--- src/go_back_n_sender_window_defines.svh ---
// Assertion macros shared by the go-back-N sender window RTL.
// Expects signals named clk and rst in the scope where a macro is used.
`ifndef GO_BACK_N_SENDER_WINDOW_DEFINES_SVH
`define GO_BACK_N_SENDER_WINDOW_DEFINES_SVH

// Check that cons holds in the same cycle as ante.
`define GBN_ASSERT_HOLDS(label, ante, cons, msg) \
  label: assert property (@(posedge clk) disable iff (rst) (ante) |-> (cons)) \
    else $error(msg);

// Check that cons holds in the cycle after ante.
`define GBN_ASSERT_NEXT(label, ante, cons, msg) \
  label: assert property (@(posedge clk) disable iff (rst) (ante) |=> (cons)) \
    else $error(msg);

`endif

--- src/gbn_win_pkg.sv ---
// Package for the go-back-N sender window: sizes, action and result codes,
// and the item and result records. No dependencies.
`default_nettype none

package gbn_win_pkg;

  localparam int WINDOW_SLOTS = 32;
  localparam int PAYLOAD_MAX  = 1024;
  localparam int BUFFER_BYTES = 65535;
  localparam int RESULT_CAP   = 32;
  localparam int WIN_CAP      = (WINDOW_SLOTS < RESULT_CAP) ? WINDOW_SLOTS : RESULT_CAP;
  localparam int SLOT_W       = $clog2(WINDOW_SLOTS);

  localparam int ACT_W  = 3;
  localparam int SEQ_W  = 16;
  localparam int CNT_W  = 16;
  localparam int LEN_W  = 11;
  localparam int WL_W   = 6;
  localparam int RCNT_W = $clog2(RESULT_CAP + 1);

  localparam int QUEUE_DEPTH = 2;
  localparam int QPTR_W      = $clog2(QUEUE_DEPTH);
  localparam int QCNT_W      = $clog2(QUEUE_DEPTH + 1);

  localparam logic [ACT_W-1:0] ACT_OFFER   = ACT_W'(0);
  localparam logic [ACT_W-1:0] ACT_SEND    = ACT_W'(1);
  localparam logic [ACT_W-1:0] ACT_ACK     = ACT_W'(2);
  localparam logic [ACT_W-1:0] ACT_FINACK  = ACT_W'(3);
  localparam logic [ACT_W-1:0] ACT_TIMEOUT = ACT_W'(4);

  typedef enum logic [2:0] {
    OP_NONE,
    OP_OFFER,
    OP_SEND,
    OP_ACK,
    OP_FINACK,
    OP_TIMEOUT
  } op_t;

  typedef enum logic [1:0] {
    KIND_REPORT = 2'd0,
    KIND_NEW    = 2'd1,
    KIND_RESEND = 2'd2,
    KIND_FIN    = 2'd3
  } kind_t;

  typedef struct packed {
    op_t              op;
    logic [CNT_W-1:0] offer_len;
    logic [SEQ_W-1:0] ack_number;
    logic [CNT_W-1:0] rx_window;
    logic             protocol_ok;
  } item_t;

  typedef struct packed {
    kind_t            kind;
    logic [SEQ_W-1:0] seq_number;
    logic [LEN_W-1:0] seg_bytes;
    logic [CNT_W-1:0] accepted_len;
    logic             xfer_done;
    logic             last;
  } result_t;

endpackage

`default_nettype wire

--- src/gbn_win_front.sv ---
// Front end of the sender window: decodes the action of each incoming
// transaction and holds it in a two-entry queue. Depends on gbn_win_pkg.
`default_nettype none

module gbn_win_front import gbn_win_pkg::*; (
  input  wire logic             clk,
  input  wire logic             rst,
  input  wire logic             push,
  output logic                  full,
  input  wire logic [ACT_W-1:0] action,
  input  wire logic [CNT_W-1:0] offer_len,
  input  wire logic [SEQ_W-1:0] ack_number,
  input  wire logic [CNT_W-1:0] rx_window,
  input  wire logic             protocol_ok,
  output logic                  item_valid,
  output item_t                 item,
  input  wire logic             item_take
);

  item_t             q [QUEUE_DEPTH];
  item_t             incoming;
  logic [QPTR_W-1:0] wr_ptr;
  logic [QPTR_W-1:0] rd_ptr;
  logic [QCNT_W-1:0] count;
  logic              do_push;
  logic              do_take;

  always_comb begin
    incoming.offer_len   = offer_len;
    incoming.ack_number  = ack_number;
    incoming.rx_window   = rx_window;
    incoming.protocol_ok = protocol_ok;
    case (action)
      ACT_OFFER:   incoming.op = OP_OFFER;
      ACT_SEND:    incoming.op = OP_SEND;
      ACT_ACK:     incoming.op = OP_ACK;
      ACT_FINACK:  incoming.op = OP_FINACK;
      ACT_TIMEOUT: incoming.op = OP_TIMEOUT;
      default:     incoming.op = OP_NONE;
    endcase
  end

  assign full       = (count == QCNT_W'(QUEUE_DEPTH));
  assign item_valid = (count != '0);
  assign item       = q[rd_ptr];
  assign do_push    = push && !full;
  assign do_take    = item_take && item_valid;

  always_ff @(posedge clk) begin
    if (do_push) begin
      q[wr_ptr] <= incoming;
    end
  end

  always_ff @(posedge clk) begin
    if (rst) begin
      wr_ptr <= '0;
      rd_ptr <= '0;
      count  <= '0;
    end else begin
      if (do_push) begin
        wr_ptr <= (wr_ptr == QPTR_W'(QUEUE_DEPTH - 1)) ? '0 : wr_ptr + QPTR_W'(1);
      end
      if (do_take) begin
        rd_ptr <= (rd_ptr == QPTR_W'(QUEUE_DEPTH - 1)) ? '0 : rd_ptr + QPTR_W'(1);
      end
      case ({do_push, do_take})
        2'b10:   count <= count + QCNT_W'(1);
        2'b01:   count <= count - QCNT_W'(1);
        default: count <= count;
      endcase
    end
  end

endmodule

`default_nettype wire

--- src/gbn_win_resq.sv ---
// Result queue of the sender window: two entries between the engine and
// the consumer. Depends on gbn_win_pkg.
`default_nettype none

module gbn_win_resq import gbn_win_pkg::*; (
  input  wire logic clk,
  input  wire logic rst,
  input  wire logic res_valid,
  input  result_t   res,
  output logic      res_room,
  output logic      empty,
  input  wire logic pop,
  output result_t   head
);

  result_t           q [QUEUE_DEPTH];
  logic [QPTR_W-1:0] wr_ptr;
  logic [QPTR_W-1:0] rd_ptr;
  logic [QCNT_W-1:0] count;
  logic              do_wr;
  logic              do_rd;

  assign res_room = (count != QCNT_W'(QUEUE_DEPTH));
  assign empty    = (count == '0);
  assign head     = q[rd_ptr];
  assign do_wr    = res_valid && res_room;
  assign do_rd    = pop && !empty;

  always_ff @(posedge clk) begin
    if (do_wr) begin
      q[wr_ptr] <= res;
    end
  end

  always_ff @(posedge clk) begin
    if (rst) begin
      wr_ptr <= '0;
      rd_ptr <= '0;
      count  <= '0;
    end else begin
      if (do_wr) begin
        wr_ptr <= (wr_ptr == QPTR_W'(QUEUE_DEPTH - 1)) ? '0 : wr_ptr + QPTR_W'(1);
      end
      if (do_rd) begin
        rd_ptr <= (rd_ptr == QPTR_W'(QUEUE_DEPTH - 1)) ? '0 : rd_ptr + QPTR_W'(1);
      end
      case ({do_wr, do_rd})
        2'b10:   count <= count + QCNT_W'(1);
        2'b01:   count <= count - QCNT_W'(1);
        default: count <= count;
      endcase
    end
  end

endmodule

`default_nettype wire

--- src/gbn_win_back.sv ---
// Back end of the sender window: holds the connection state and the ring of
// segment lengths, and runs send passes and resends one result per cycle while
// the result queue has room. Depends on gbn_win_pkg and go_back_n_sender_window_defines.svh.
`default_nettype none

`include "go_back_n_sender_window_defines.svh"

module gbn_win_back import gbn_win_pkg::*; (
  input  wire logic            clk,
  input  wire logic            rst,
  input  wire logic            cfg_write,
  input  wire logic [WL_W-1:0] cfg_data,
  input  wire logic            item_valid,
  input  item_t                item,
  output logic                 item_take,
  input  wire logic            res_room,
  output logic                 res_valid,
  output result_t              res
);

  typedef enum logic [1:0] {
    ST_IDLE,
    ST_SEND,
    ST_RESEND
  } state_t;

  state_t            state;
  logic [WL_W-1:0]   window_limit;
  logic [CNT_W-1:0]  buffered;
  logic [SEQ_W-1:0]  send_seq;
  logic [SEQ_W-1:0]  base_seq;
  logic              started;
  logic              paused;
  logic              fin_out;
  logic              done;
  logic [SEQ_W-1:0]  rs_seq;
  logic [RCNT_W-1:0] rs_cnt;
  logic [LEN_W-1:0]  slot_len [WINDOW_SLOTS];

  logic [WL_W-1:0]   eff_win;
  logic [SEQ_W-1:0]  inflight;
  logic [SEQ_W-1:0]  inflight_after;
  logic [SEQ_W-1:0]  skipped;
  logic              can_send;
  logic              more_after;
  logic              fin_ready;
  logic [LEN_W-1:0]  seg_len;
  logic [CNT_W-1:0]  buf_after;
  logic [CNT_W-1:0]  room;
  logic [CNT_W-1:0]  take;
  logic              rs_last;
  logic              emit;

  always_comb begin
    if (window_limit == '0) begin
      eff_win = WL_W'(1);
    end else if (window_limit > WL_W'(WIN_CAP)) begin
      eff_win = WL_W'(WIN_CAP);
    end else begin
      eff_win = window_limit;
    end
  end

  assign inflight       = send_seq - base_seq;
  assign inflight_after = inflight + SEQ_W'(1);
  assign skipped        = item.ack_number - base_seq;
  assign seg_len        = (buffered > CNT_W'(PAYLOAD_MAX)) ? LEN_W'(PAYLOAD_MAX)
                                                           : buffered[LEN_W-1:0];
  assign buf_after      = buffered - CNT_W'(seg_len);
  assign can_send       = (inflight < SEQ_W'(eff_win)) && (buffered != '0) && !paused;
  assign more_after     = (inflight_after < SEQ_W'(eff_win)) && (buf_after != '0) && !paused;
  assign fin_ready      = (buffered == '0) && (inflight == '0);
  assign room           = CNT_W'(BUFFER_BYTES) - buffered;
  assign take           = (item.offer_len > room) ? room : item.offer_len;
  assign rs_last        = ((rs_seq + SEQ_W'(1)) == send_seq)
                          || (rs_cnt == RCNT_W'(RESULT_CAP - 1));
  assign emit           = res_valid && res_room;

  always_comb begin
    item_take             = 1'b0;
    res_valid             = 1'b0;
    res.kind              = KIND_REPORT;
    res.seq_number        = '0;
    res.seg_bytes         = '0;
    res.accepted_len      = '0;
    res.xfer_done         = done;
    res.last              = 1'b1;
    case (state)
      ST_IDLE: begin
        if (item_valid) begin
          case (item.op)
            OP_OFFER: begin
              res_valid        = 1'b1;
              res.accepted_len = take;
              item_take        = res_room;
            end
            OP_SEND: begin
              if (!done && !fin_out && started && !can_send && fin_ready) begin
                res_valid = 1'b1;
                res.kind  = KIND_FIN;
                item_take = res_room;
              end else begin
                item_take = 1'b1;
              end
            end
            OP_TIMEOUT: begin
              if (!done && fin_out) begin
                res_valid = 1'b1;
                res.kind  = KIND_FIN;
                item_take = res_room;
              end else begin
                item_take = 1'b1;
              end
            end
            default: item_take = 1'b1;
          endcase
        end
      end
      ST_SEND: begin
        res_valid      = 1'b1;
        res.kind       = KIND_NEW;
        res.seq_number = send_seq;
        res.seg_bytes  = seg_len;
        res.last       = !more_after;
      end
      ST_RESEND: begin
        res_valid      = 1'b1;
        res.kind       = KIND_RESEND;
        res.seq_number = rs_seq;
        res.seg_bytes  = slot_len[rs_seq[SLOT_W-1:0]];
        res.last       = rs_last;
      end
      default: res_valid = 1'b0;
    endcase
  end

  always_ff @(posedge clk) begin
    if ((state == ST_SEND) && emit) begin
      slot_len[send_seq[SLOT_W-1:0]] <= seg_len;
    end
  end

  always_ff @(posedge clk) begin
    if (rst) begin
      state        <= ST_IDLE;
      window_limit <= WL_W'(1);
      buffered     <= '0;
      send_seq     <= '0;
      base_seq     <= '0;
      started      <= 1'b0;
      paused       <= 1'b0;
      fin_out      <= 1'b0;
      done         <= 1'b0;
      rs_seq       <= '0;
      rs_cnt       <= '0;
    end else begin
      if (cfg_write) begin
        window_limit <= cfg_data;
      end
      case (state)
        ST_IDLE: begin
          if (item_valid && item_take) begin
            case (item.op)
              OP_OFFER: begin
                started  <= 1'b1;
                buffered <= buffered + take;
              end
              OP_SEND: begin
                if (!done && !fin_out && started) begin
                  if (can_send) begin
                    state <= ST_SEND;
                  end else if (fin_ready) begin
                    fin_out <= 1'b1;
                  end
                end
              end
              OP_ACK: begin
                if (!done && item.protocol_ok) begin
                  paused <= (item.rx_window == '0);
                  if (skipped <= inflight) begin
                    base_seq <= item.ack_number;
                  end
                end
              end
              OP_FINACK: begin
                if (!done && item.protocol_ok) begin
                  done <= 1'b1;
                end
              end
              OP_TIMEOUT: begin
                if (!done && !fin_out && (inflight != '0)) begin
                  state  <= ST_RESEND;
                  rs_seq <= base_seq;
                  rs_cnt <= '0;
                end
              end
              default: state <= ST_IDLE;
            endcase
          end
        end
        ST_SEND: begin
          if (emit) begin
            buffered <= buf_after;
            send_seq <= send_seq + SEQ_W'(1);
            if (!more_after) begin
              state <= ST_IDLE;
            end
          end
        end
        ST_RESEND: begin
          if (emit) begin
            rs_seq <= rs_seq + SEQ_W'(1);
            rs_cnt <= rs_cnt + RCNT_W'(1);
            if (rs_last) begin
              state <= ST_IDLE;
            end
          end
        end
        default: state <= ST_IDLE;
      endcase
    end
  end

  `GBN_ASSERT_HOLDS(a_in_window, state == ST_SEND, inflight < SEQ_W'(eff_win), "over window")
  `GBN_ASSERT_NEXT(a_last_ends, emit && res.last && state != ST_IDLE, state == ST_IDLE, "run overran")
  `GBN_ASSERT_NEXT(a_done_sticks, done, done, "done flag cleared")
  `GBN_ASSERT_HOLDS(a_take_when_idle, item_take, state == ST_IDLE, "item taken while busy")

endmodule

`default_nettype wire

--- src/go_back_n_sender_window.sv ---
// Go-back-N sender window for one connection. Transactions enter through a
// two-entry queue (push/full), one engine carries them out in order, and
// results leave through a two-entry queue (empty/pop). An offer, ack, finack,
// unused action, or a send pass or timeout that gives no result or only FIN
// is done directly from idle; a send pass or timeout that emits segments is
// first dispatched, then emits them in turn, up to the window (at most 32).
// Every engine cycle that produces a result stalls while the result queue
// is full. Transactions are registered in the entry queue and results in
// the result queue; segments pass through the dispatch step first. The
// user must write the window_limit register through cfg_write/cfg_data only
// while no transaction is in flight; the block does not enforce this.
// Depends on gbn_win_pkg, gbn_win_front, gbn_win_back and gbn_win_resq.
`default_nettype none

module go_back_n_sender_window import gbn_win_pkg::*; (
  input  wire logic             clk,
  input  wire logic             rst,
  input  wire logic             cfg_write,
  input  wire logic [WL_W-1:0]  cfg_data,
  input  wire logic             push,
  output logic                  full,
  input  wire logic [ACT_W-1:0] action,
  input  wire logic [CNT_W-1:0] offer_len,
  input  wire logic [SEQ_W-1:0] ack_number,
  input  wire logic [CNT_W-1:0] rx_window,
  input  wire logic             protocol_ok,
  output logic                  empty,
  input  wire logic             pop,
  output logic [1:0]            kind,
  output logic [SEQ_W-1:0]      seq_number,
  output logic [LEN_W-1:0]      seg_bytes,
  output logic [CNT_W-1:0]      accepted_len,
  output logic                  xfer_done,
  output logic                  last
);

  logic    item_valid;
  item_t   item;
  logic    item_take;
  logic    res_valid;
  result_t res;
  logic    res_room;
  result_t head;

  gbn_win_front u_front (
    .clk         (clk),
    .rst         (rst),
    .push        (push),
    .full        (full),
    .action      (action),
    .offer_len   (offer_len),
    .ack_number  (ack_number),
    .rx_window   (rx_window),
    .protocol_ok (protocol_ok),
    .item_valid  (item_valid),
    .item        (item),
    .item_take   (item_take)
  );

  gbn_win_back u_back (
    .clk        (clk),
    .rst        (rst),
    .cfg_write  (cfg_write),
    .cfg_data   (cfg_data),
    .item_valid (item_valid),
    .item       (item),
    .item_take  (item_take),
    .res_room   (res_room),
    .res_valid  (res_valid),
    .res        (res)
  );

  gbn_win_resq u_resq (
    .clk       (clk),
    .rst       (rst),
    .res_valid (res_valid),
    .res       (res),
    .res_room  (res_room),
    .empty     (empty),
    .pop       (pop),
    .head      (head)
  );

  assign kind         = head.kind;
  assign seq_number   = head.seq_number;
  assign seg_bytes    = head.seg_bytes;
  assign accepted_len = head.accepted_len;
  assign xfer_done    = head.xfer_done;
  assign last         = head.last;

endmodule

`default_nettype wire
--- config.mk ---
export PLATFORM = sky130hd
export DESIGN_NAME = go_back_n_sender_window
export DESIGN_NICKNAME = d
export VERILOG_FILES = /design/src/gbn_win_pkg.sv /design/src/gbn_win_front.sv /design/src/gbn_win_resq.sv /design/src/gbn_win_back.sv /design/src/go_back_n_sender_window.sv
export VERILOG_INCLUDE_DIRS = /design/src /design/src/src
export SDC_FILE = /design/constraint.sdc
export NUM_CORES = 1
export LEC_CHECK = 0
export ABC_AREA = 0
export BUFFER_PORTS_ARGS = -buffer_cell sky130_fd_sc_hd__buf_4
export CAP_MARGIN = 25
export CORE_MARGIN = 2
export CORE_UTILIZATION = 44
export DETAILED_ROUTE_END_ITERATION = 7
export PLACE_DENSITY = 0.63
export SETUP_SLACK_MARGIN = 0.1
export SYNTH_ARGS = -nofsm -noshare
export SYNTH_HDL_FRONTEND = slang
export SYNTH_SLANG_ARGS = --single-unit
export TNS_END_PERCENT = 1
--- constraint.sdc ---
create_clock -name clk -period 7.63 [get_ports clk]
set_clock_uncertainty 0.1 [all_clocks]
set_input_delay 1.1445 -clock clk [delete_from_list [all_inputs] [get_ports clk]]
set_output_delay 1.1445 -clock clk [all_outputs]
set_load 0.02 [all_outputs]
==> key figures, run 1 <==
Outcome
  • Status: finished, final reports clean

STA
  • Final setup vio count: 0
  • Final Hold Vio Count: 0
  • Min Tclk post-route: 5.79 ns
  • Final setup TNS: 0 ns
  • Peak Freq: 173 MHz
  • Fin crit share: 75.8%
  • RSZ-0062 raised after global routing: false
  • Slew HR: 32.0%
  • Slew at the pin with the worst max-slew slack: 1.02 ns
  • Fin. max-slew vios: 0

Cells and area
  • # diodes: 0
  • Share of cells above drive strength 1: 21.1%
  • Design Area, Final: 34400 um2
  • Core Util, Final: 51.0%
  • P&R area growth vs syn: 14.3%
  • Final #Nets: 2403

Routing
  • Via count: 18300
  • Routed Antenna Nets: 0
  • Initial DRC count: 1883
  • Vias/cell: 5.77
  • Pre-antenna DRT Iters: 5
  • DR WL/cell: 22.5 um
  • Residual DRC: 0
  • Wirelength, routed: 71200 um

Floorplan
  • Row cnt: 95
  • I/O Pins: 112
  • Initial Util: 44.6%
  • Die Area: 70500 um2
  • Core area: 67500 um2
  • Die W: 266 um
  • Die height: 266 um

Synth
  • Simple-gate share of the synthesized area: 8.66%
  • Yosys reg bits: 647
  • Ys async rst share: 0%
  • Synth warn: 0
  • Post-synth EDFFs: 550
  • Post-synthesis sequential area ratio: 61.3%
  • Syn Nets: 2272
  • Xor/xnor share of the synthesized area: 2.76%
  • Mapped Cells: 2107
  • Synth Area in Adders: 4.35%
  • Mux share of post-synthesis cell area: 12.8%
  • Mean Syn Cell Area: 14.3 um2
  • Synth Area in Compound Gates: 8.04%
  • Top FF cell, synth: edfxtp_1
  • Post-synthesis cell type count: 84
  • Combinational family with the most area after synthesis: multiplexers
  • Cell area after synthesis: 30100 um2

CTS
  • Post-CTS Hold Buffers: 0
  • Clock Path Buffers: 3
  • Number of CTS-inserted buffers: 69
  • CTS tree: built
  • Post-CTS Setup Inserts: 0
  • Clk sink count: 647
  • Root Buffer: clkbuf_16
  • Clk slew on worst S/H paths: 0.06 ns
  • H-tree depth: 3
  • Clk_lat worst skew: 0.62 ns
  • Post_cts resized: 0

Place
  • Dpl cell area: 32100 um2
  • I/O Buffers: 111
  • Gpl congestion: 0.887
  • Detail Placement HPWL: 49600 um

Power and ir drop
  • Leak: 11.9 nW
  • Maximum vdd ir drop: 242 uV
  • Power density cells: 348 nW/um2

Worst hold path
  • Min-Delay Path Class: reg -> reg

Global route
  • First-pass GRT wire length: 109000 um
  • Pin count of the biggest net entering global routing: 77
  • GR Overflow Total: 0
  • Number of global-route vias before repair: 18200
  • Initial antenna violation count: 0
  • Tot GR Track Use: 20.1%

Worst setup path
  • Critical path start-end classification: reg -> reg
  • CP max FO: 23
  • Crit start category: register
  • Worst EP required: 8.10 ns
  • Worst Path Arrival: 6.25 ns
  • CP endpoint kind: register

Flow run
  • Max-Cap Viols: 0
## metal layers
layer  GRT usage (%)  wire length (um)
met1            28.2             31300
met2            32.9             34300
met3            2.68              3940
met4            6.27              1630
met5               0                 0
## area by class of cell
cell class / count / area (um2)
Fill cell: 5617 / 33100
Sequential cell: 647 / 18500
Multi-Input combinational cell: 1298 / 11100
Clock buffer: 84 / 1800
Timing Repair Buffer: 156 / 1350
Tap cell: 873 / 1090
Clock inverter: 41 / 403
Inverter: 66 / 248
## logic make-up (layout without fill, tap and decap cells)
| logic type | count (synthesis) | after routing |
|---|---|---|
| flops | 647 | 647 |
| simple gates | 509 | 509 |
| compound gates | 353 | 353 |
| mux | 238 | 238 |
| buf+inv | 162 | 347 |
| fa+ha+maj | 103 | 103 |
| xor+xnor | 94 | 94 |
| other cells | 1 | 1 |
## state kept, by name (all words and copies together) (netlist names), 2 cells and up, named ones only
name                 flops
u_back.state             2
u_back.buffered         16
u_back.window_limit      6
u_front.q              104
u_back.base_seq         16
u_resq.q                94
u_front.count            2
u_back.send_seq         16
u_back.rs_cnt            6
u_resq.count             2
u_back.rs_seq           16
u_back.slot_len        352
## worst max-delay path, cell delays in order, from the launching register on
cell and delay [ns]:
dfxtp_2 0.40, buf_4 0.41, buf_4 0.32, mux2_2 0.38, ha_1 0.35, a21oi_1 0.23, o21bai_1 0.10, a21oi_1 0.28
o21bai_1 0.13, a2111oi_0 0.62, o31ai_1 0.16, a21oi_1 0.20, xnor2_1 0.09, ha_1 0.28, nand2_1 0.06, or3_1 0.38
o41ai_1 0.34, o2bb2ai_1 0.12, nand2_1 0.49, o211a_1 0.23
## cells in the final DEF (no fill, tap or decap), types with 8 or more instances in the layout
master	count
nor2_1	150
nor4_1	22
a31oi_1	9
nand4_1	19
o211ai_1	10
nor3_1	37
o32ai_1	10
nand2_1	86
nor2b_1	41
xnor2_1	56
clkbuf_16	70
clkinv_1	9
mux2_2	77
and4_1	18
buf_4	145
nand2b_1	14
ha_1	98
inv_1	64
mux4_2	110
o31ai_1	15
edfxtp_1	550
xor2_1	37
clkbuf_1	13
mux2i_1	51
and2_1	15
dfxtp_1	93
nand3_1	40
a21oi_1	99
or3_1	21
o21ai_0	48
o21bai_1	8
o21a_1	13
o211a_1	15
clkinv_2	13
a211oi_1	9
a22oi_1	28
a21o_1	32
## synth_stat cells (51+ instances only)
cell | instances | area (um2)
dfxtp_1 | 97 | 1940
mux2_2 | 77 | 867
nand2_1 | 86 | 323
xnor2_1 | 56 | 490
a21oi_1 | 99 | 495
mux2i_1 | 51 | 510
inv_1 | 64 | 240
nor2_1 | 153 | 574
clkbuf_1 | 72 | 270
edfxtp_1 | 550 | 16500
ha_1 | 99 | 1240
mux4_2 | 110 | 2480
## final timing paths
| kind | start | end | cells after the start | slack [ns] |
|---|---|---|---|---|
| setup / recovery | register | u_back.base_seq[3] | 19 | 1.84 |
| hold / removal | u_back.rs_cnt[1] | u_back.rs_cnt[1] | 2 | 0.37 |
| setup reg to reg | register | u_back.base_seq[3] | 19 | 1.84 |
| hold reg to reg | u_back.rs_cnt[1] | u_back.rs_cnt[1] | 2 | 0.37 |
## where the power goes
part / switching, W / internal [W]
combinational: 0.00269 / 0.00169
clock: 0.00139 / 0.00188
sequential: 0.000149 / 0.00418
## metrics by stage
stage / worst slack [ns] / std cells / total power, W / hold WS (ns)
finish: 1.84 / 3165 / 0.0120 / 0.373
global route: 1.40 / 3165 / 0.0126 / 0.409
CTS: 1.84 / 3161 / 0.0120 / 0.375
detailed placement: 1.88 / 3036 / 0.00875 / 0.367
global placement: 1.93 / 3027 / 0.00861 / 0.357
floorplan: 1.57 / 2107 / 0.00738 / 0.340
(Power assumes the default switching activity.)
==> inputs of run 2 (changes only) <==
--- a/config.mk
+++ b/config.mk
@@ -12,7 +12,7 @@
 export CORE_MARGIN = 2
 export CORE_UTILIZATION = 44
 export DETAILED_ROUTE_END_ITERATION = 7
-export PLACE_DENSITY = 0.63
+export PLACE_DENSITY = 0.65
 export SETUP_SLACK_MARGIN = 0.1
 export SYNTH_ARGS = -nofsm -noshare
 export SYNTH_HDL_FRONTEND = slang
==> constraint.sdc (replaced) <==
create_clock -name clk -period 5 [get_ports clk]
set_clock_uncertainty 0.1 [all_clocks]
set_input_delay 0.75 -clock clk [delete_from_list [all_inputs] [get_ports clk]]
set_output_delay 0.75 -clock clk [all_outputs]
set_load 0.02 [all_outputs]
==> run 2 against run 1 <==
Critical path depth is 7 higher; first-iteration DRC count is 17% lower; cell area is 3.6% higher; fmax is 17% higher; global-route usage is 0.070 points higher; non-clock buffer count is 121 higher; sequential share of layout area is 1.9 points lower; count of clock-buffer cells in the layout stayed put; via count is 3.1% higher.
==> key figures, run 2 (same netlist as run 1, synthesis figures left out) <==
Global route
  • Number of global-route vias before repair: 18900 (+4.1%)
  • First-pass GRT wire length: 110000 um (+0.81%)
  • Initial antenna violation count: 0 (unchanged)
  • Tot GR Track Use: 20.2% (+0.070 points)
  • Pin count of the biggest net entering global routing: 74 (-3.9%)
  • GR Overflow Total: 0 (unchanged)

Routing
  • Via count: 18800 (+3.1%)
  • Residual DRC: 0 (unchanged)
  • Met1 wire length: 30800 um (-1.6%)
  • Top sig layer: met4
  • Vias/cell: 5.74 (-0.67%)
  • Initial DRC count: 1571 (-17%)
  • Pre-antenna DRT Iters: 5 (unchanged)
  • Routed Antenna Nets: 0 (unchanged)
  • Met3 WL: 4000 um (+1.5%)
  • Wirelength, routed: 71600 um (+0.55%)
  • Metal2 WL: 34300 um (-0.22%)
  • DR WL/cell: 21.8 um (-3.1%)

Worst hold path
  • Min-Delay Path Class: in -> reg
  • Worst hold path depth: 1 (-1)
  • Hold path start: ack_number[2]
  • Hold Path End: u_front.q[1][19]

Place
  • Pre-CTS WS: -0.200 ns (-2.09 ns)
  • Dpl cell area: 32900 um2 (+2.4%)
  • I/O Buffers: 111 (unchanged)
  • Gpl congestion: 0.916 (+3.4%)
  • Detail Placement HPWL: 48800 um (-1.6%)

STA
  • Final setup vio count: 0 (unchanged)
  • Final setup TNS: 0 ns (unchanged)
  • Worst setup margin: 0.0401 ns (-1.80 ns)
  • Fin crit share: 99.2% (+23 points)
  • Min Tclk post-route: 4.96 ns (-0.827 ns)
  • Hold Worst Slack: 0.220 ns (-0.153 ns)
  • Fin. max-slew vios: 0 (unchanged)
  • Slew at the pin with the worst max-slew slack: 0.937 ns (-0.0789 ns)
  • Peak Freq: 202 MHz (+17%)
  • RSZ-0062 raised after global routing: true
  • Final Hold Vio Count: 0 (unchanged)
  • Slew HR: 37.4% (+5.4 points)

Power and ir drop
  • Clock power share: 25.9% (-1.4 points)
  • Maximum vdd ir drop: 484 uV (+100%)
  • Power Internal: 0.0125 W (+61%)
  • Leak: 12.5 nW (+5.3%)
  • Psw: 0.00676 W (+60%)
  • Sequential share of power: 34.6% (-1.6 points)
  • Power density cells: 539 nW/um2 (+55%)
  • Switching Share: 35.1% (-0.17 points)
  • Share of power burned in combinational logic: 39.6% (+3.0 points)

Worst setup path
  • Critical path start-end classification: reg -> reg
  • CP endpoint kind: register
  • Worst r2r path cells: 26 (+7)
  • R2R Path End: u_back.buffered[14]
  • Worst Path Arrival: 5.35 ns (-0.90 ns)
  • CP max FO: 9 (-61%)
  • Crit start category: register
  • Internal reg-to-reg setup slack: 0.04 ns (-1.80 ns)
  • Worst EP required: 5.39 ns (-2.71 ns)

Cells and area
  • P&R area growth vs syn: 18.5%
  • Core Util, Final: 52.8% (+1.9 points)
  • # diodes: 0 (unchanged)
  • Most frequent cells in the layout: edfxtp_1, buf_4, nor2_1
  • Final #Nets: 2523 (+5.0%)
  • Share of cells above drive strength 1: 26.9% (+5.8 points)
  • Most common cell after layout, fill and taps aside: edfxtp_1
  • Number of flip-flops in the largest register: 352 (unchanged)
  • Design Area, Final: 35700 um2 (+3.6%)

CTS
  • Number of CTS-inserted buffers: 68 (-1.4%)
  • H-tree depth: 3 (unchanged)
  • Root Buffer: clkbuf_16
  • Clk_lat worst skew: 0.61 ns (about the same)
  • Clk sink count: 647 (unchanged)
  • CTS tree: built
  • Clk slew on worst S/H paths: 0.06 ns (about the same)
  • Clock Path Buffers: 3 (unchanged)
  • Post-CTS Hold Buffers: 0 (unchanged)

Floorplan
  • Initial Util: 44.6% (unchanged)
  • Core area: 67500 um2 (unchanged)
  • Die height: 266 um (unchanged)
  • Row cnt: 95 (unchanged)
  • Die Area: 70500 um2 (unchanged)
  • Die W: 266 um (unchanged)
  • I/O Pins: 112 (unchanged)

Flow run
  • Max-Cap Viols: 0 (unchanged)

Outcome
  • Status: finished, final reports clean
==> run 2: cell types whose count changed in the layout (fill, tap and decap cells not counted), moves of 7 or more <==
cell,previous run,this run
a21oi_2,1,12
buf_8,3,11
mux2i_1,51,40
buf_4,145,255
a21oi_1,99,88
clkinv_1,9,16
==> run 2: critical path, stage by stage, from the launching register on <==
cell and delay, ns:
dfxtp_4 0.39, buf_12 0.17, buf_4 0.13, buf_8 0.15
mux2i_4 0.25, inv_1 0.09, ha_1 0.30, nand4_1 0.14
a21o_1 0.18, nand2_1 0.06, o41ai_1 0.06, a41o_2 0.31
nor2_1 0.20, a21oi_2 0.07, ha_2 0.19, fa_2 0.35
a21o_1 0.18, a21o_1 0.20, a21oi_2 0.17, o21ai_2 0.10
a41oi_2 0.23, a21oi_2 0.09, a31oi_1 0.21, xor2_1 0.17
nor2_1 0.06, a211oi_1 0.22, nor2_1 0.07
==> run 2: final cells by class <==
| class | count | area, um2 |
|---|---|---|
| Sequential cell | 647 | 18500 |
| Clock buffer | 84 | 1790 |
| Timing Repair Buffer | 277 | 2260 |
| Clock inverter | 39 | 408 |
| Multi-Input combinational cell | 1298 | 11400 |
| Tap cell | 873 | 1090 |
| Fill cell | 5594 | 31800 |
| Inverter | 66 | 248 |
==> run 2: worst max path at each step <==
stage              from                  end  slack [ns]  depth (start not counted)
3_3_place_gp   register   u_back.base_seq[1]       -0.12                         24
4_1_cts        register   u_back.base_seq[3]        0.05                         22
3_5_place_dp   register  u_back.base_seq[10]       -0.20                         24
2_1_floorplan  register  u_back.base_seq[10]       -0.53                         25
6_report       register  u_back.buffered[14]        0.04                         26
5_1_grt        register  u_back.buffered[14]       -0.27                         26
==> run 2: routing by layer <==
metal / vias to the layer above / GRT usage [%]
met5: - / 0
met4: 0 / 7.99
met3: 121 / 2.85
met2: 591 / 33.1
met1: 9425 / 27.4
li1: 8699 / -
==> run 2: power by group through the flow <==
stage | clock network [W] | registers (W) | logic, W
floorplan | 0 | 0.00660 | 0.00465
global placement | 0 | 0.00675 | 0.00679
detailed placement | 0 | 0.00676 | 0.00700
CTS | 0.00509 | 0.00665 | 0.00730
global route | 0.00529 | 0.00668 | 0.00827
finish | 0.00498 | 0.00665 | 0.00761
==> run 2: repair_timing <==
item / 4_1_cts / 5_1_grt
pin swaps: 14 / 22
gates resized for setup: 30 / 45
setup buffers: 3 / 3
setup endpoints to repair: 83 / 383
==> run 2: through the flow <==
step | instances | power, W
final | 3284 | 0.0192
after global placement | 3143 | 0.0135
after floorplan | 2107 | 0.0113
after global routing | 3284 | 0.0202
after detailed placement | 3146 | 0.0138
after CTS | 3272 | 0.0190
==> inputs of run 3 (changes only) <==
--- a/config.mk
+++ b/config.mk
@@ -10,9 +10,10 @@
 export BUFFER_PORTS_ARGS = -buffer_cell sky130_fd_sc_hd__buf_4
 export CAP_MARGIN = 25
 export CORE_MARGIN = 2
-export CORE_UTILIZATION = 44
+export CORE_UTILIZATION = 30
+export CTS_BUF_LIST = sky130_fd_sc_hd__clkbuf_8 sky130_fd_sc_hd__clkbuf_16
 export DETAILED_ROUTE_END_ITERATION = 7
-export PLACE_DENSITY = 0.65
+export PLACE_DENSITY = 0.49
 export SETUP_SLACK_MARGIN = 0.1
 export SYNTH_ARGS = -nofsm -noshare
 export SYNTH_HDL_FRONTEND = slang
==> run 3 against run 2 <==
Register-to-register slack better by 0.06 ns; critical endpoint is now u_back.base_seq[9]; clock power up 11%; global-route usage down 4.8 points; critical path type unchanged; sequential cell count unchanged; utilization down 16 points.
==> key figures, run 3 (same netlist as run 1, synthesis figures left out) <==
Worst hold path
  • Min-Delay Path Class: in -> reg
  • Hold Path End: u_front.q[0][35]
  • Hold path start: offer_len[2]
  • Worst hold path depth: 1 (unchanged)

CTS
  • CTS tree: built
  • Clk sink count: 647 (unchanged)
  • Root Buffer: clkbuf_16
  • H-tree depth: 3 (unchanged)
  • Clk_lat worst skew: 0.63 ns (+0.02 ns)
  • Clock Path Buffers: 3 (unchanged)
  • Number of CTS-inserted buffers: 75 (+10%)
  • Clk slew on worst S/H paths: 0.06 ns (about the same)
  • Post-CTS Hold Buffers: 0 (unchanged)

Place
  • I/O Buffers: 111 (unchanged)
  • Gpl congestion: 0.849 (-7.3%)
  • Detail Placement HPWL: 56100 um (+15%)
  • Dpl cell area: 33700 um2 (+2.3%)

Worst setup path
  • CP max FO: 9 (unchanged)
  • Critical path start-end classification: reg -> reg
  • CP endpoint kind: register
  • Worst Path Arrival: 5.28 ns (-0.07 ns)
  • Internal reg-to-reg setup slack: 0.10 ns (+0.06 ns)
  • R2R Path End: u_back.base_seq[9]
  • Worst r2r path cells: 25 (-3.8%)
  • Worst EP required: 5.38 ns (about the same)
  • CP max-delay cell: dfxtp_4
  • Crit start category: register
  • Worst path max stage delay: 0.37 ns (-0.02 ns)

Floorplan
  • I/O Pins: 112 (unchanged)
  • Row cnt: 116 (+22%)
  • Initial Util: 30.2% (-14 points)
  • Die Area: 103000 um2 (+46%)
  • Die height: 321 um (+21%)
  • Core area: 99900 um2 (+48%)
  • Die W: 321 um (+21%)

STA
  • Slew at the pin with the worst max-slew slack: 1.01 ns (+0.0704 ns)
  • Final Hold Vio Count: 0 (unchanged)
  • RSZ-0062 raised after global routing: true
  • Fin crit share: 97.9% (-1.3 points)
  • Min Tclk post-route: 4.90 ns (-0.0629 ns)
  • Final setup vio count: 0 (unchanged)
  • Slew HR: 32.6% (-4.8 points)
  • Peak Freq: 204 MHz (+1.3%)
  • Hold Worst Slack: 0.210 ns (-0.00989 ns)
  • Fin. max-slew vios: 0 (unchanged)

Flow run
  • Max-Cap Viols: 0 (unchanged)

Outcome
  • Status: finished, final reports clean

Routing
  • DR WL/cell: 21.4 um (-1.8%)
  • Met1 wire length: 35900 um (+17%)
  • Residual DRC: 0 (unchanged)
  • Top sig layer: met4
  • Routed Antenna Nets: 0 (unchanged)
  • Via count: 18900 (+0.38%)
  • Metal2 WL: 39300 um (+15%)
  • Pre-antenna DRT Iters: 6 (+1)
  • Wirelength, routed: 80400 um (+12%)
  • Vias/cell: 5.04 (-12%)
  • Met3 WL: 3620 um (-9.4%)
  • Initial DRC count: 1482 (-5.7%)

Cells and area
  • Final #Nets: 2559 (+1.4%)
  • P&R area growth vs syn: 22.2%
  • Share of cells above drive strength 1: 28.1% (+1.2 points)
  • # diodes: 0 (unchanged)
  • Design Area, Final: 36800 um2 (+3.1%)
  • Most frequent cells in the layout: edfxtp_1, buf_4, nor2_1
  • Most common cell after layout, fill and taps aside: edfxtp_1
  • Number of flip-flops in the largest register: 352 (unchanged)

Global route
  • Initial antenna violation count: 2 (+2)
  • Tot GR Track Use: 15.4% (-4.8 points)
  • Number of global-route vias before repair: 19000 (+0.37%)
  • GR Overflow Total: 0 (unchanged)
  • First-pass GRT wire length: 120000 um (+8.9%)
  • Pin count of the biggest net entering global routing: 74 (unchanged)

Power and ir drop
  • Leak: 12.9 nW (+2.9%)
  • Power density cells: 544 nW/um2 (+0.78%)
  • Maximum vdd ir drop: 297 uV (-39%)
## run 3: area by class of cell
| type | count | area, um2 |
|---|---|---|
| fill | 9475 | 63100 |
| sequential | 647 | 18500 |
| multi-input combinational | 1298 | 11400 |
| timing repair buffer | 306 | 2560 |
| clock buffer | 76 | 1890 |
| tap | 1298 | 1620 |
| clock inverter | 61 | 601 |
| inverter | 66 | 248 |
## run 3: timing repair
action,in CTS,in global routing
gates cloned,2,0
endpoints found under the setup margin,20,375
pin swaps,13,30
resized for setup,27,56
buffers inserted,11,11
## run 3: worst max-delay path, delay by kind of cell (launching register included)
kind	cells	cell delay [ns]
compound gates	14	2.23
fa+ha+maj	3	0.78
buf+inv	4	0.49
simple gates	2	0.41
flops	1	0.37
mux	1	0.26
xor+xnor	1	0.11
## run 3: worst max-delay path by stage
stage	start	endpoint	slack, ns	cells past startpoint
2_1_floorplan	register	u_back.base_seq[10]	-0.53	25
3_3_place_gp	register	u_back.base_seq[3]	-0.30	25
3_5_place_dp	register	u_back.base_seq[7]	-0.39	25
4_1_cts	register	u_back.base_seq[7]	0.005	25
5_1_grt	register	u_back.base_seq[9]	-0.22	25
6_report	register	u_back.base_seq[9]	0.10	25
## run 3: where the power goes
part	switching (W)	internal (W)
Clock	0.00223	0.00328
Combinational	0.00444	0.00340
Sequential	0.000261	0.00638
## run 3: routing by layer
metal,vias to the layer above,GRT usage (%)
li1,8785,-
met1,9566,20.7
met2,455,26.0
met3,101,2.30
met4,0,3.89
met5,-,0
## run 3: per-stage QoR
stage	cells	TNS (ns)	total power, W	setup slack, ns	utilization, %
after floorplan	2107	-8.60	0.0113	-0.527	-
after global placement	3581	-4.83	0.0138	-0.302	33.6
after detailed placement	3587	-6.13	0.0139	-0.388	33.7
after CTS	3737	0	0.0200	0.00548	36.4
after global routing	3752	-3.15	0.0212	-0.216	36.8
final	3752	0	0.0200	0.103	36.8
